<file path="config.mk">
export PLATFORM = sky130hd
export DESIGN_NAME = line_sensor_calibrate_and_steer
export DESIGN_NICKNAME = d
export VERILOG_FILES = /design/src/lscs_pkg.sv /design/src/line_sensor_calibrate_and_steer.sv
export SDC_FILE = /design/constraint.sdc
export NUM_CORES = 1
export LEC_CHECK = 0
export BUFFER_PORTS_ARGS = -buffer_cell sky130_fd_sc_hd__buf_2
export CELL_PAD_IN_SITES_DETAIL_PLACEMENT = 1
export CELL_PAD_IN_SITES_GLOBAL_PLACEMENT = 2
export CORE_MARGIN = 4
export CORE_UTILIZATION = 40
export CTS_BUF_LIST = sky130_fd_sc_hd__clkbuf_16
export CTS_CLUSTER_SIZE = 20
export DETAILED_ROUTE_END_ITERATION = 16
export GPL_ROUTABILITY_DRIVEN = 0
export PLACE_DENSITY_LB_ADDON = 0.1
export SLEW_MARGIN = 15
export SYNTH_ARGS = -nofsm -noshare
export SYNTH_HDL_FRONTEND = slang
export SYNTH_SLANG_ARGS = --single-unit
</file>
<file path="constraint.sdc">
create_clock -name i_clk -period 9.6 [get_ports i_clk]
set_clock_uncertainty 0.2 [all_clocks]
set_input_delay 1.92 -clock i_clk [delete_from_list [all_inputs] [get_ports i_clk]]
set_output_delay 1.92 -clock i_clk [all_outputs]
set_load 0.05 [all_outputs]
</file>
<file path="src/lscs_pkg.sv">
package lscs_pkg;

    // Sensor channel count
    localparam int NUM_CH = 8;

    // Duty word width
    localparam int SPEED_W = 8;
    typedef logic [SPEED_W-1:0] t_speed;

    // Frame commands
    typedef enum logic [1:0] {
        CMD_START  = 2'd0,
        CMD_SAMPLE = 2'd1,
        CMD_FINISH = 2'd2,
        CMD_TRACK  = 2'd3
    } t_cmd;

    // Configuration register indexes
    localparam logic [1:0] REG_SPEED_FAST   = 2'd0;
    localparam logic [1:0] REG_SPEED_SLOW   = 2'd1;
    localparam logic [1:0] REG_SPEED_SEARCH = 2'd2;

    // Duty reset values
    localparam t_speed RST_SPEED_FAST   = 8'd200;
    localparam t_speed RST_SPEED_SLOW   = 8'd120;
    localparam t_speed RST_SPEED_SEARCH = 8'd80;

    // Sensor groups within the line mask
    localparam logic [NUM_CH-1:0] MASK_CENTER = 8'h18;
    localparam logic [NUM_CH-1:0] MASK_LEFT   = 8'h07;
    localparam logic [NUM_CH-1:0] MASK_RIGHT  = 8'hE0;

endpackage

</file>
<file path="src/line_sensor_calibrate_and_steer.sv">
// An accepted word is held in the input register, then moves on to the result register;
// o_valid rises when it enters the result register, which it waits for while the result side stalls.
// Throughput: one word per cycle while the result side is not stalled; the per-channel
// compare, min/max and midpoint all fit between the input register and the result register.
// Reset (synchronous, i_rst_n low): both stages empty, max 0, min all ones, thresholds 0,
// duties back to 200/120/80. Config writes are taken every cycle (o_cfg_ready tied high).
module line_sensor_calibrate_and_steer #(
    parameter int SAMPLE_BITS = 12
) (
    input  logic                   i_clk,
    input  logic                   i_rst_n,
    // input words
    input  logic                   i_valid,
    output logic                   o_stall,
    input  logic [1:0]             i_command,
    input  logic [SAMPLE_BITS-1:0] i_sensor_0,
    input  logic [SAMPLE_BITS-1:0] i_sensor_1,
    input  logic [SAMPLE_BITS-1:0] i_sensor_2,
    input  logic [SAMPLE_BITS-1:0] i_sensor_3,
    input  logic [SAMPLE_BITS-1:0] i_sensor_4,
    input  logic [SAMPLE_BITS-1:0] i_sensor_5,
    input  logic [SAMPLE_BITS-1:0] i_sensor_6,
    input  logic [SAMPLE_BITS-1:0] i_sensor_7,
    // result words
    output logic                   o_valid,
    input  logic                   i_stall,
    output logic [7:0]             o_left_duty,
    output logic [7:0]             o_right_duty,
    output logic [7:0]             o_line_mask,
    // configuration writes
    input  logic                   i_cfg_valid,
    output logic                   o_cfg_ready,
    input  logic [1:0]             i_cfg_index,
    input  logic [7:0]             i_cfg_data
);

    localparam int NCH = lscs_pkg::NUM_CH;

    // input stage
    logic                   r_in_valid;
    lscs_pkg::t_cmd         r_in_cmd;
    logic [SAMPLE_BITS-1:0] r_in_smp [NCH];
    logic [SAMPLE_BITS-1:0] w_smp    [NCH];

    // result stage
    logic                   r_out_valid;
    lscs_pkg::t_speed       r_out_left;
    lscs_pkg::t_speed       r_out_right;
    logic [NCH-1:0]         r_out_mask;

    // calibration state
    logic [SAMPLE_BITS-1:0] r_max [NCH];
    logic [SAMPLE_BITS-1:0] r_min [NCH];
    logic [SAMPLE_BITS-1:0] r_thr [NCH];
    logic [SAMPLE_BITS-1:0] n_max [NCH];
    logic [SAMPLE_BITS-1:0] n_min [NCH];
    logic [SAMPLE_BITS-1:0] n_thr [NCH];
    logic [SAMPLE_BITS:0]   w_sum [NCH];

    // duty registers
    lscs_pkg::t_speed       r_speed_fast;
    lscs_pkg::t_speed       r_speed_slow;
    lscs_pkg::t_speed       r_speed_search;

    logic                   w_accept;
    logic                   w_adv;
    logic [NCH-1:0]         n_mask;
    lscs_pkg::t_speed       n_left;
    lscs_pkg::t_speed       n_right;

    assign w_smp[0] = i_sensor_0;
    assign w_smp[1] = i_sensor_1;
    assign w_smp[2] = i_sensor_2;
    assign w_smp[3] = i_sensor_3;
    assign w_smp[4] = i_sensor_4;
    assign w_smp[5] = i_sensor_5;
    assign w_smp[6] = i_sensor_6;
    assign w_smp[7] = i_sensor_7;

    // handshake: the input stage moves on whenever the result register is empty or its word is being taken
    assign w_adv       = r_in_valid && (!r_out_valid || !i_stall);
    assign o_stall     = r_in_valid && !w_adv;
    assign w_accept    = i_valid && !o_stall;
    assign o_valid     = r_out_valid;
    assign o_cfg_ready = 1'b1;

    assign o_left_duty  = r_out_left;
    assign o_right_duty = r_out_right;
    assign o_line_mask  = r_out_mask;

    // per-channel calibration update and line detect
    always_comb begin
        for (int i = 0; i < NCH; i++) begin
            w_sum[i] = {1'b0, r_max[i]} + {1'b0, r_min[i]};
            n_max[i] = r_max[i];
            n_min[i] = r_min[i];
            n_thr[i] = r_thr[i];
            n_mask[i] = 1'b0;
            unique case (r_in_cmd)
                lscs_pkg::CMD_START: begin
                    n_max[i] = r_in_smp[i];
                    n_min[i] = r_in_smp[i];
                end
                lscs_pkg::CMD_SAMPLE: begin
                    if (r_in_smp[i] > r_max[i]) begin
                        n_max[i] = r_in_smp[i];
                    end
                    if (r_in_smp[i] < r_min[i]) begin
                        n_min[i] = r_in_smp[i];
                    end
                end
                lscs_pkg::CMD_FINISH: begin
                    n_thr[i] = w_sum[i][SAMPLE_BITS:1];
                end
                lscs_pkg::CMD_TRACK: begin
                    n_mask[i] = (r_in_smp[i] > r_thr[i]);
                end
            endcase
        end
    end

    // steering priority
    always_comb begin
        n_left  = '0;
        n_right = '0;
        if (r_in_cmd == lscs_pkg::CMD_TRACK) begin
            priority if ((n_mask & lscs_pkg::MASK_CENTER) == lscs_pkg::MASK_CENTER) begin
                n_left  = r_speed_fast;
                n_right = r_speed_fast;
            end else if ((n_mask & lscs_pkg::MASK_LEFT) != '0) begin
                n_left  = r_speed_slow;
                n_right = r_speed_fast;
            end else if ((n_mask & lscs_pkg::MASK_RIGHT) != '0) begin
                n_left  = r_speed_fast;
                n_right = r_speed_slow;
            end else begin
                n_left  = r_speed_search;
                n_right = r_speed_search;
            end
        end
    end

    // stage valids
    always_ff @(posedge i_clk) begin
        if (!i_rst_n) begin
            r_in_valid  <= 1'b0;
            r_out_valid <= 1'b0;
        end else begin
            if (w_accept) begin
                r_in_valid <= 1'b1;
            end else if (w_adv) begin
                r_in_valid <= 1'b0;
            end
            if (w_adv) begin
                r_out_valid <= 1'b1;
            end else if (!i_stall) begin
                r_out_valid <= 1'b0;
            end
        end
    end

    // input payload
    always_ff @(posedge i_clk) begin
        if (w_accept) begin
            r_in_cmd <= lscs_pkg::t_cmd'(i_command);
            for (int i = 0; i < NCH; i++) begin
                r_in_smp[i] <= w_smp[i];
            end
        end
    end

    // result payload
    always_ff @(posedge i_clk) begin
        if (w_adv) begin
            r_out_left  <= n_left;
            r_out_right <= n_right;
            r_out_mask  <= n_mask;
        end
    end

    // calibration state, committed as the word leaves the input stage
    always_ff @(posedge i_clk) begin
        if (!i_rst_n) begin
            for (int i = 0; i < NCH; i++) begin
                r_max[i] <= '0;
                r_min[i] <= '1;
                r_thr[i] <= '0;
            end
        end else if (w_adv) begin
            for (int i = 0; i < NCH; i++) begin
                r_max[i] <= n_max[i];
                r_min[i] <= n_min[i];
                r_thr[i] <= n_thr[i];
            end
        end
    end

    // duty registers
    always_ff @(posedge i_clk) begin
        if (!i_rst_n) begin
            r_speed_fast   <= lscs_pkg::RST_SPEED_FAST;
            r_speed_slow   <= lscs_pkg::RST_SPEED_SLOW;
            r_speed_search <= lscs_pkg::RST_SPEED_SEARCH;
        end else if (i_cfg_valid) begin
            unique case (i_cfg_index)
                lscs_pkg::REG_SPEED_FAST:   r_speed_fast   <= i_cfg_data;
                lscs_pkg::REG_SPEED_SLOW:   r_speed_slow   <= i_cfg_data;
                lscs_pkg::REG_SPEED_SEARCH: r_speed_search <= i_cfg_data;
                default: begin
                end
            endcase
        end
    end

endmodule

</file>
### Word-level counts from Yosys, hierarchy flattened

Memories as Yosys holds them, arrays and structs flattened.
Index checks and enable logic that the tools add are counted.

| operators by class | value |
|---|---|
| bitwise operators | 24 |
| equality and inequality tests | 7 |
| $add $sub $neg | 8 |
| reduce and logical (&&, ||, !) cells | 16 |
| muxes and demuxes | 88 |
| magnitude comparators | 24 |

Operator list:

| operator | count |
|---|---|
| $mux 12 | 48 |
| $pmux 12 s2 | 16 |
| $gt 12x12->1 | 16 |
| $add 12x12->13 | 8 |
| $lt 12x12->1 | 8 |
| $mux 8 | 6 |
| $or 1x1->1 | 24 |
| $mux 1 | 18 |
| $reduce_bool 8->1 | 2 |
| $eq 2x2->1 const B | 4 |
| $reduce_and 2->1 | 3 |
| $eq 2x1->1 const B | 2 |
| $logic_not 1->1 | 4 |
| $logic_not 2->1 | 2 |
| $logic_and 1x1->1 | 3 |
| $ne 2x1->1 const B | 1 |
| $reduce_bool 2->1 | 1 |
| $logic_or 1x1->1 | 1 |

| storage, ports and cells | value |
|---|---|
| flip-flop bits (word level) | 52 |
| output and inout bits | 27 |
| memories kept | 4 |
| memory bits (writable) | 384 |
| input port bits | 113 |
| word-level logic and storage cells | 180 |

Memory list:

| name | depth | bits a word | read ports | clocked after memory_dff | write ports | RTL line | source |
|---|---|---|---|---|---|---|---|
| r_in_smp | 8 | 12 | 8 | 0 | 8 | line_sensor_calibrate_and_steer.sv:42 | `logic [SAMPLE_BITS-1:0] r_in_smp [NCH];` |
| r_max | 8 | 12 | 8 | 0 | 8 | line_sensor_calibrate_and_steer.sv:52 | `logic [SAMPLE_BITS-1:0] r_max [NCH];` |
| r_min | 8 | 12 | 8 | 0 | 8 | line_sensor_calibrate_and_steer.sv:53 | `logic [SAMPLE_BITS-1:0] r_min [NCH];` |
| r_thr | 8 | 12 | 8 | 0 | 8 | line_sensor_calibrate_and_steer.sv:54 | `logic [SAMPLE_BITS-1:0] r_thr [NCH];` |

### Depth between registers and ports, before layout

Gate-level depths: netlist (run 1).

| depth | value |
|---|---|
| depth in word-level cells | 9 |
| depth in mapped cells | 12 |
| depth with buffers taken out | 10 |

### Least setup slack after synthesis (run 1)

Ideal clock, no wire load.

| path | value |
|---|---|
| kind | input port to flip-flop |
| start | input i_stall |
| end | memory r_thr[0][0], enable pin |
| buffers on the path | 0 |
| data required time | 8799 ps |
| data arrival time | 7157 ps |
| library setup time | 601 ps |
| stages on the path | 3 |
| path slack | 1641 ps |
| cell sequence | nand2_1 -> nand2_1 -> o21ai_0 |

RTL lines:

| item | RTL line | source |
|---|---|---|
| from (decl) | line_sensor_calibrate_and_steer.sv:26 | `input logic i_stall,` |
| to (decl) | line_sensor_calibrate_and_steer.sv:54 |  |

### Worst setup path in the final report (run 1)

| path | value |
|---|---|
| start | input i_stall |
| end | output o_stall |

| between the ends | value |
|---|---|
| word-level cells in the longest chain between the ends | 5 |

Ends and longest elaborated chain:

| item | RTL line | source |
|---|---|---|
| $logic_not 1->1 | -- |  |
| $logic_or 1x1->1 | line_sensor_calibrate_and_steer.sv:81 | `assign w_adv = r_in_valid && (!r_out_valid \|\| !i_stall);` |
| $logic_and 1x1->1 | line_sensor_calibrate_and_steer.sv:81 |  |
| $logic_not 1->1 | line_sensor_calibrate_and_steer.sv:82 | `assign o_stall = r_in_valid && !w_adv;` |
| $logic_and 1x1->1 | line_sensor_calibrate_and_steer.sv:82 |  |
| to (decl) | line_sensor_calibrate_and_steer.sv:14 | `output logic o_stall,` |

Every way passes these cells.

==> results of run 1 <==
[placed cells by master (no fill, tap or decap), types with 48 or more instances in the layout]
cell,count
edfxtp_1,410
ha_1,368
inv_1,328
buf_2,138
a21oi_1,115
and2_1,114
nand2b_1,113
nor2_1,107
o21ai_0,102
a21o_1,87
nor2b_1,62
clkbuf_16,55
nand2_1,52
xnor2_1,48
[cells by family after synthesis]
group	count (synthesis)	share of synthesized area (%)
AND/OR/NAND/NOR	591	12.6
multiplexers	28	1.08
AO/OA/AOI/OAI	439	11.0
XOR/XNOR	64	2.16
adder cells (fa/ha/maj)	376	18.4
other	1	0.0145
buffers and inverters	359	5.28
flip-flops	436	49.5
[metrics by stage]
step / util, % / instances / hold slack [ps] / power (mW)
finish: 45.8 / 3362 / 316 / 5.09
global route: 45.8 / 3361 / 344 / 5.38
CTS: 45.7 / 3360 / 317 / 5.18
detailed placement: 43.1 / 3262 / 302 / 3.17
global placement: 43.1 / 3262 / 279 / 3.14
floorplan: - / 2294 / 260 / 2.90
[synthesized netlist by cell type, drive strengths merged, types with 3 or more instances]
cell,instances,area [sq um]
mux2i,28,280
or2b,3,22.5
and3,13,81.3
nand3,25,125
nor2,108,413
nor4,3,25.0
a21o,87,653
o31ai,9,67.6
nor3,27,140
nand3b,3,22.5
or3,3,23.8
nand2,53,199
a21boi,3,22.5
dfxtp,26,521
nor3b,3,22.5
and2,114,713
or2,14,87.6
a32oi,4,35.0
inv,313,1170
nor2b,63,394
o21a,11,82.6
and4,4,35.0
o211ai,15,113
o41ai,6,52.6
fa,8,160
buf,8,52.6
o31a,3,26.3
o21bai,9,67.6
o221ai,5,43.8
o21ai,107,536
a31oi,15,93.8
a221oi,15,138
xor2,16,140
xnor2,48,420
clkbuf,38,143
ha,368,4600
a21oi,118,606
nand4,40,250
edfxtp,410,12300
o211a,8,80.1
o221a,8,90.1
nand2b,113,707
a31o,8,70.1
[worst min-delay path by stage]
stage	end	slack, ps	depth (start not counted)
after floorplan	r_speed_fast[3]$_SDFFE_PN1P_	260	2
after global placement	r_speed_fast[6]$_SDFFE_PN1P_	280	2
after detailed placement	r_speed_fast[7]$_SDFFE_PN1P_	300	2
after CTS	r_speed_fast[7]$_SDFFE_PN1P_	320	2
after global routing	r_speed_fast[7]$_SDFFE_PN1P_	340	2
final	r_speed_fast[3]$_SDFFE_PN1P_	320	2
[flip-flops by register name, indices dropped and copies added, names as in the netlist]
| name | flops |
|---|---|
| r_in_smp | 96 |
| o_left_duty | 8 |
| r_thr | 96 |
| o_line_mask | 8 |
| r_min | 96 |
| r_in_valid | 1 |
| o_right_duty | 8 |
| r_speed_slow | 8 |
| r_speed_search | 8 |
| r_max | 96 |
| o_valid | 1 |
| r_speed_fast | 8 |
| r_in_cmd | 2 |
[cell type report]
cell class / instances / area [sq um] / area share (%)
flip-flops and latches: 436 / 12800 / 43.6
multi-input cells: 1499 / 11800 / 40.1
clock buffers: 55 / 1380 / 4.67
inverters: 313 / 1170 / 3.99
well taps: 855 / 1070 / 3.63
repair buffers: 160 / 860 / 2.92
clock inverters: 43 / 319 / 1.08
diodes: 1 / 2.50 / 0.00850
[critical path: cells and delay by family]
| family | cells | cell delay (ps) |
|---|---|---|
| buf+inv | 2 | 430 |
| simple gates | 1 | 320 |
[metal layers]
metal  share of wire (%)  routed length [um]
met2                  49               32000
met3                 3.1                2000
met5                   0                   0
met1                  45               29400
met4                 2.2                1400
[power groups by stage]
| stage | logic, mW | registers, mW | clock network (mW) |
|---|---|---|---|
| floorplan | 0.569 | 2.33 | 0 |
| global placement | 0.787 | 2.35 | 0 |
| detailed placement | 0.820 | 2.35 | 0 |
| CTS | 0.828 | 2.31 | 2.03 |
| global route | 0.931 | 2.33 | 2.12 |
| finish | 0.814 | 2.31 | 1.97 |
==> run summary, run 1 <==
vias in the first global route: 18871
GR Overflow Total: 0
Detail Route Antenna Nets: 0
Worst setup endpoint: o_stall
most used cell, CP: buf_2
Comb pwr share: 16.0%
crit-path max FO: 3
die area: 69000 sq um
Seq/Total Area, Yosys: 49.5%
Internal: 3.73 mW
layout cells sized above 1: 11.2%
worst hold path class: flip-flop to flip-flop
worst r2r path cells: 9
Final Critical Period: 4790 ps
grt met1 use: 24.1%
Crit Path Category: input pin to output pin
DRT iter0 DRCs: 698
peak supply drop: 0.000124 V
wire length of the first global-routing pass: 103 mm
number of setup buffers added after CTS: 0
Synth Cell Area: 25900 sq um
I/O Buffers: 138
CTS Buf Count: 53
H-tree Lvls: 2
RSZ-0062 raised after global routing: false
Hold Startpoint: r_speed_fast[3]$_SDFFE_PN1P_
Setup TNS: 0 ps
Vias/cell: 5.15
initial antenna violation count: 1
Net Switching: 1.37 mW
r2r setup slk: 5790 ps
Sequential Power Share: 45.4%
post_cts resized: 0
worst slack, placed: 4460 ps
reg2reg end: o_left_duty[2]$_SDFFCE_PN0P_
Hold Fails Final Rpt: 0
GR Util met2: 32.6%
core area: 64300 sq um
Synth Flop Type: edfxtp_1
ys async rst share: 0%
YS warnings: 0
GR Util met3: 3.04%
Slew @ Worst Pin: 1150 ps
Setup Viol. Count Final: 0
Critical Path Start: i_stall
Post-synth EDFFs: 410
clk root buf: clkbuf_16
Setup WS post-layout: 4810 ps
Post-CTS Hold Buffers: 0
CTS tree: built
Cell Chain, Critical Path: buf_2 > and3_1 > buf_2
relative slew slack: 23.2%
crit path launch type: input pin
fin area: 29500 sq um
Leakage Power: 13.1 nW
Post-route DRC: 0
Fill cells: 6963
required time worst endpoint: 7480 ps
Num Clock Sinks: 436
DR WL/cell: 19.3 um
Pwr per Cell Area: 173 nW/um^2
Final period util: 49.9%
Clk pin slew, worst setup/hold paths: 50 ps
clock network power share: 38.7%
synthesized instance count: 2294
DP Area: 27700 sq um
largest net degree at the start of global routing: 105
nets: 2952
Slew Viols, Final: 0
gr usage total: 18.6%
status: complete, no violations
syn avg cell area: 11.3 sq um
DP Wirelength: 47.8 mm
slowest CP cell: buf_2
DIE WIDTH: 263 um
Clock Latency Late Sink: 610 ps
clk buf depth: 3
Die Y-Extent: 263 um
Distinct cells, synth: 65
I/O pins: 140
overall routed net length: 64.8 mm
Seq cells post-synth: 436
Starting Density: 40.3%
r2r startpoint: r_in_smp[0][19]$_DFFE_PP_
Max-Cap Viols: 0
sw frac: 26.8%
Syn Nets: 2783
vias: 17310
Rows: 93
synthesis-to-finish area growth: 13.5%
Pre-antenna DRT Iters: 5
fmax: 0.209 GHz
Critical Path Max Stage Delay: 330 ps
WP data arrival: 2670 ps
CP Capture Type: output pin
Top Usage Layer GRT: met2
Power figures use the tool's default switching activity.
==> inputs of run 2 (changes only) <==
Settings changed: CORE_UTILIZATION 40 to 38.
Clock period 9.6 ns to 3.8 ns, I/O delays scaled along.
==> run 2 against run 1 <==
Non-clock buffer count grew 20. Sequential share of layout area shrank 0.33 points. Via count is essentially flat. Critical path depth grew 7. Design area grew 0.76%. First-iteration DRC count grew 14%. Clock power grew to 2.6 times the previous value. Critical path type is now flip-flop to flip-flop. Largest cell class unchanged. Highest routed layer unchanged.
==> run summary, run 2 (synthesized netlist as in run 1, its figures left out) <==
status: complete, no violations
peak supply drop: 0.000324 V
Rows: 95
Clock Latency Late Sink: 600 ps
r2r setup slk: 350 ps
CTS tree: built
I/O pins: 140
Vias/cell: 5.09
DRT iter0 DRCs: 796
I/O Buffers: 138
power after layout: 13.0 mW
Post-CTS Hold Buffers: 0
CP Capture Type: flip-flop
nets: 2972
WP data arrival: 3700 ps
clk buf depth: 3
overall routed net length: 66.8 mm
Starting Density: 38.5%
vias: 17311
crit path launch type: flip-flop
synthesis-to-finish area growth: 14.4%
Pre-antenna DRT Iters: 5
Slew Viols, Final: 0
CTS Buf Count: 53
Die Y-Extent: 269 um
number of setup buffers added after CTS: 0
Leakage Power: 13.2 nW
die area: 72500 sq um
vias in the first global route: 18842
Hold Fails Final Rpt: 0
most common cell after layout, fill and taps aside: edfxtp_1
fmax: 0.290 GHz
core area: 67400 sq um
RSZ-0062 raised after global routing: false
Critical Path Start: r_in_smp[0][19]$_DFFE_PP_
post_cts resized: 0
clk root buf: clkbuf_16
Pwr per Cell Area: 437 nW/um^2
worst hold path class: input pin to flip-flop
wire length of the first global-routing pass: 106 mm
layout cells sized above 1: 12.2%
DR WL/cell: 19.6 um
Final Util: 44.0%
required time worst endpoint: 4050 ps
Max-Cap Viols: 0
Hold Startpoint: i_sensor_0[10]
Setup Viol. Count Final: 0
Detail Route Antenna Nets: 0
Setup TNS: 0 ps
Clk pin slew, worst setup/hold paths: 60 ps
gr usage total: 18.2%
initial antenna violation count: 1
Final period util: 90.8%
DIE WIDTH: 269 um
r2r startpoint: r_in_smp[0][19]$_DFFE_PP_
DP Wirelength: 48.7 mm
hold_ws: 130 ps
relative slew slack: 35.9%
Num Clock Sinks: 436
Final Critical Period: 3450 ps
GR Overflow Total: 0
largest net degree at the start of global routing: 99
H-tree Lvls: 2
Post-route DRC: 0
Slew @ Worst Pin: 962 ps
crit-path max FO: 12
most frequent cells in the layout: edfxtp_1, ha_1, inv_1
Crit Path Category: flip-flop to flip-flop
[run 2: changes by cell type in the layout (fill, tap and decap cells not counted), sizes merged]
| cell | previous run | this run |
|---|---|---|
| clkinvlp | 2 | 6 |
| bufinv | 5 | 4 |
| buf | 160 | 180 |
| inv | 332 | 321 |
| clkinv | 17 | 27 |
[run 2: worst max-delay path, stage by stage (launching register included)]
cell and delay (ps):
edfxtp_1 460, ha_1 350, and3_1 210, a221o_1 370
a221oi_2 380, a21oi_2 160, or3_4 490, nor2_4 280
buf_4 200, o21ai_0 80, a21oi_1 150
[run 2: path summary, 6_finish.rpt]
check / cells after the start / to
worst max-delay path: 10 / o_right_duty[0]$_SDFFCE_PN0P_
worst min register to register: 2 / r_speed_search[4]$_SDFFE_PN1P_
worst max register to register: 10 / o_right_duty[0]$_SDFFCE_PN0P_
worst min-delay path: 1 / r_in_smp[0][10]$_DFFE_PP_
[run 2: layout make-up]
type                            count  area [sq um]
Clock inverter                     45           330
Multi-Input combinational cell   1499         11800
Tap cell                          873          1090
Inverter                          313          1170
Antenna cell                        1          2.50
Timing Repair Buffer              180          1070
Clock buffer                       55          1380
Fill cell                        7155         37700
Sequential cell                   436         12800
[run 2: power by group]
part	internal (mW)	leakage [nW]	total, mW	switching [mW]
clock	2.89	0.860	5.03	2.14
sequential	5.61	4.14	5.81	0.205
combinational	0.895	8.19	2.12	1.22
total	9.40	13.2	13.0	3.57
[run 2: layer usage]
layer	global-route usage [%]	part of all wire, %	up-vias
li1	-	-	8568
met1	23.7	46	8484
met2	32.5	49	180
met3	2.52	3.0	79
met4	3.91	1.9	0
met5	0	0	-
[run 2: per-stage QoR]
step,worst slack (ps),cell area (sq um),std cells
detailed placement,311,28000,3301
CTS,294,29700,3401
floorplan,312,26000,2294
finish,350,29700,3402
global placement,370,28000,3301
global route,127,29700,3401
==> inputs of run 3 (changes only) <==
Settings changed: PLACE_DENSITY set to 0.75, PLACE_DENSITY_LB_ADDON 0.1 to not set.
Clock period 3.8 ns to 3.1 ns, I/O delays scaled along.
==> run 3 against run 2 <==
Total power up 25%. Count of clock-buffer cells in the layout down 2. Clock power up 23%. Register-to-register slack worse by 340 ps. Worst setup slack worse by 340 ps. Sequential power up 22%. Combinational power up 37%. Via count up 5.5%. Critical endpoint is now o_left_duty[0]$_SDFFCE_PN0P_. Largest cell class unchanged.
==> run summary, run 3 (synthesized netlist as in run 1, its figures left out) <==
WP data arrival: 3240 ps
Sequential Power Share: 43.9%
Max-Cap Viols: 0
Num Clock Sinks: 436
Clk pin slew, worst setup/hold paths: 60 ps
CTS tree: built
sw frac: 27.2%
Clock Latency Late Sink: 620 ps
clk buf depth: 3
H-tree Lvls: 2
worst hold path class: input pin to flip-flop
Detail Route Antenna Nets: 0
Hold Fails Final Rpt: 0
DIE WIDTH: 269 um
Comb pwr share: 18.0%
I/O pins: 140
DP Wirelength: 51.6 mm
most frequent cells in the layout: edfxtp_1, ha_1, inv_1
clock network power share: 38.1%
vias in the first global route: 20071
core area: 67400 sq um
Slew Viols, Final: 0
Die Y-Extent: 269 um
Net Switching: 4.40 mW
wire length of the first global-routing pass: 111 mm
Crit Path Category: flip-flop to flip-flop
RSZ-0062 raised after global routing: true
largest net degree at the start of global routing: 104
GR Overflow Total: 0
status: complete, no violations
diode count: 0
overall routed net length: 69.3 mm
gr usage total: 19.1%
Cell Chain, Critical Path: ha_4 > and3_4 > a221o_1 > a221oi_4 > a21oi_4 > or3_4 > o31a_1 > o221a_1
Critical Path Max Stage Delay: 450 ps
crit-path max FO: 5
peak supply drop: 0.000423 V
Seq. cell area: 12800 sq um
initial antenna violation count: 1
Final period util: 99.7%
Starting Density: 38.5%
clk root buf: clkbuf_16
Pre-antenna DRT Iters: 5
area of the multi-input gates: 12000 sq um
vias: 18261
Vias/cell: 5.09
CP Capture Type: flip-flop
Slew @ Worst Pin: 1210 ps
crit path launch type: flip-flop
slowest CP cell: or3_4
Post-route DRC: 0
hold_ws: 31.9 ps
Leakage Power: 14.1 nW
most common cell after layout, fill and taps aside: edfxtp_1
nets: 3157
fin area: 31600 sq um
Pwr per Cell Area: 513 nW/um^2
DRT iter0 DRCs: 853
Final Critical Period: 3090 ps
relative slew slack: 19.2%
die area: 72500 sq um
I/O Buffers: 138
DP Area: 28600 sq um
layout cells sized above 1: 15.6%
CTS Buf Count: 53
fmax: 0.324 GHz
Rows: 95
Fill cells: 7259
Internal: 11.8 mW
required time worst endpoint: 3250 ps
Setup Viol. Count Final: 0
DR WL/cell: 19.3 um
synthesis-to-finish area growth: 21.6%
## run 3: cell count changes in the layout (fill, tap and decap cells not counted), moves of 5 or more
| cell | change |
|---|---|
| ha_1 | -5 |
| clkinvlp_4 | -6 |
| ha_4 | +5 |
| clkinv_1 | +5 |
| a221oi_1 | -6 |
| o21ai_0 | -9 |
| a21oi_1 | -5 |
| o21ai_1 | +6 |
| buf_4 | +85 |
| dlygate4sd3_1 | +95 |
## run 3: worst paths after layout
path                                  startpoint                        endpoint  slack (ps)  cells after the start
hold / removal                     i_sensor_3[6]       r_in_smp[0][42]$_DFFE_PP_          30                      1
hold reg to reg   r_speed_search[6]$_SDFFE_PN1P_  r_speed_search[6]$_SDFFE_PN1P_         320                      2
setup reg to reg       r_in_smp[0][19]$_DFFE_PP_    o_left_duty[0]$_SDFFCE_PN0P_          10                      8
setup / recovery       r_in_smp[0][19]$_DFFE_PP_    o_left_duty[0]$_SDFFCE_PN0P_          10                      8
## run 3: layout make-up
class	instances	area share [%]
clock inverters	46	1.21
multi-input cells	1500	38.2
well taps	873	3.46
repair buffers	364	8.56
clock buffers	53	4.20
inverters	313	3.72
flip-flops and latches	436	40.7
## run 3: worst max-delay path: cells and delay by family, from the launching register on
kind / cells / cell delay [ps]
AO/OA/AOI/OAI: 5 / 1310
adder cells (fa/ha/maj): 1 / 250
flip-flops: 1 / 440
AND/OR/NAND/NOR: 2 / 630
## run 3: layer usage
metal / up-vias / GRT usage (%) / share of wire (%)
met5: - / 0 / 0
li1: 8932 / - / -
met3: 90 / 2.41 / 2.9
met4: 0 / 4.85 / 2.3
met1: 9003 / 24.9 / 45
met2: 236 / 33.7 / 49
## run 3: metrics by stage
step	power [mW]	cells	setup slack, ps	utilization, %	TNS, ps
3_3_place_gp	9.86	3381	-47.0	42.4	-277
4_1_cts	16.4	3580	-21.7	46.5	-23.6
6_report	16.2	3585	9.87	46.8	0
2_1_floorplan	8.98	2294	25.7	-	0
3_5_place_dp	10.0	3381	-162	42.4	-915
5_1_grt	17.1	3585	-68.5	46.8	-361
## run 3: power groups by stage
stage / clock (mW) / combinational, mW / sequential [mW]
2_1_floorplan: 0 / 1.77 / 7.21
3_3_place_gp: 0 / 2.64 / 7.22
3_5_place_dp: 0 / 2.77 / 7.23
4_1_cts: 6.39 / 2.91 / 7.12
5_1_grt: 6.65 / 3.30 / 7.15
6_report: 6.17 / 2.91 / 7.11
## run 3: repair_timing
action | 4_1_cts | 5_1_grt
gates cloned | 1 | 1
hold buffers | 95 | 0
setup endpoints to repair | 14 | 36
pin swaps | 13 | 16
buffers inserted | 4 | 5
hold endpoints to repair | 95 | 0
gates resized for setup | 8 | 40
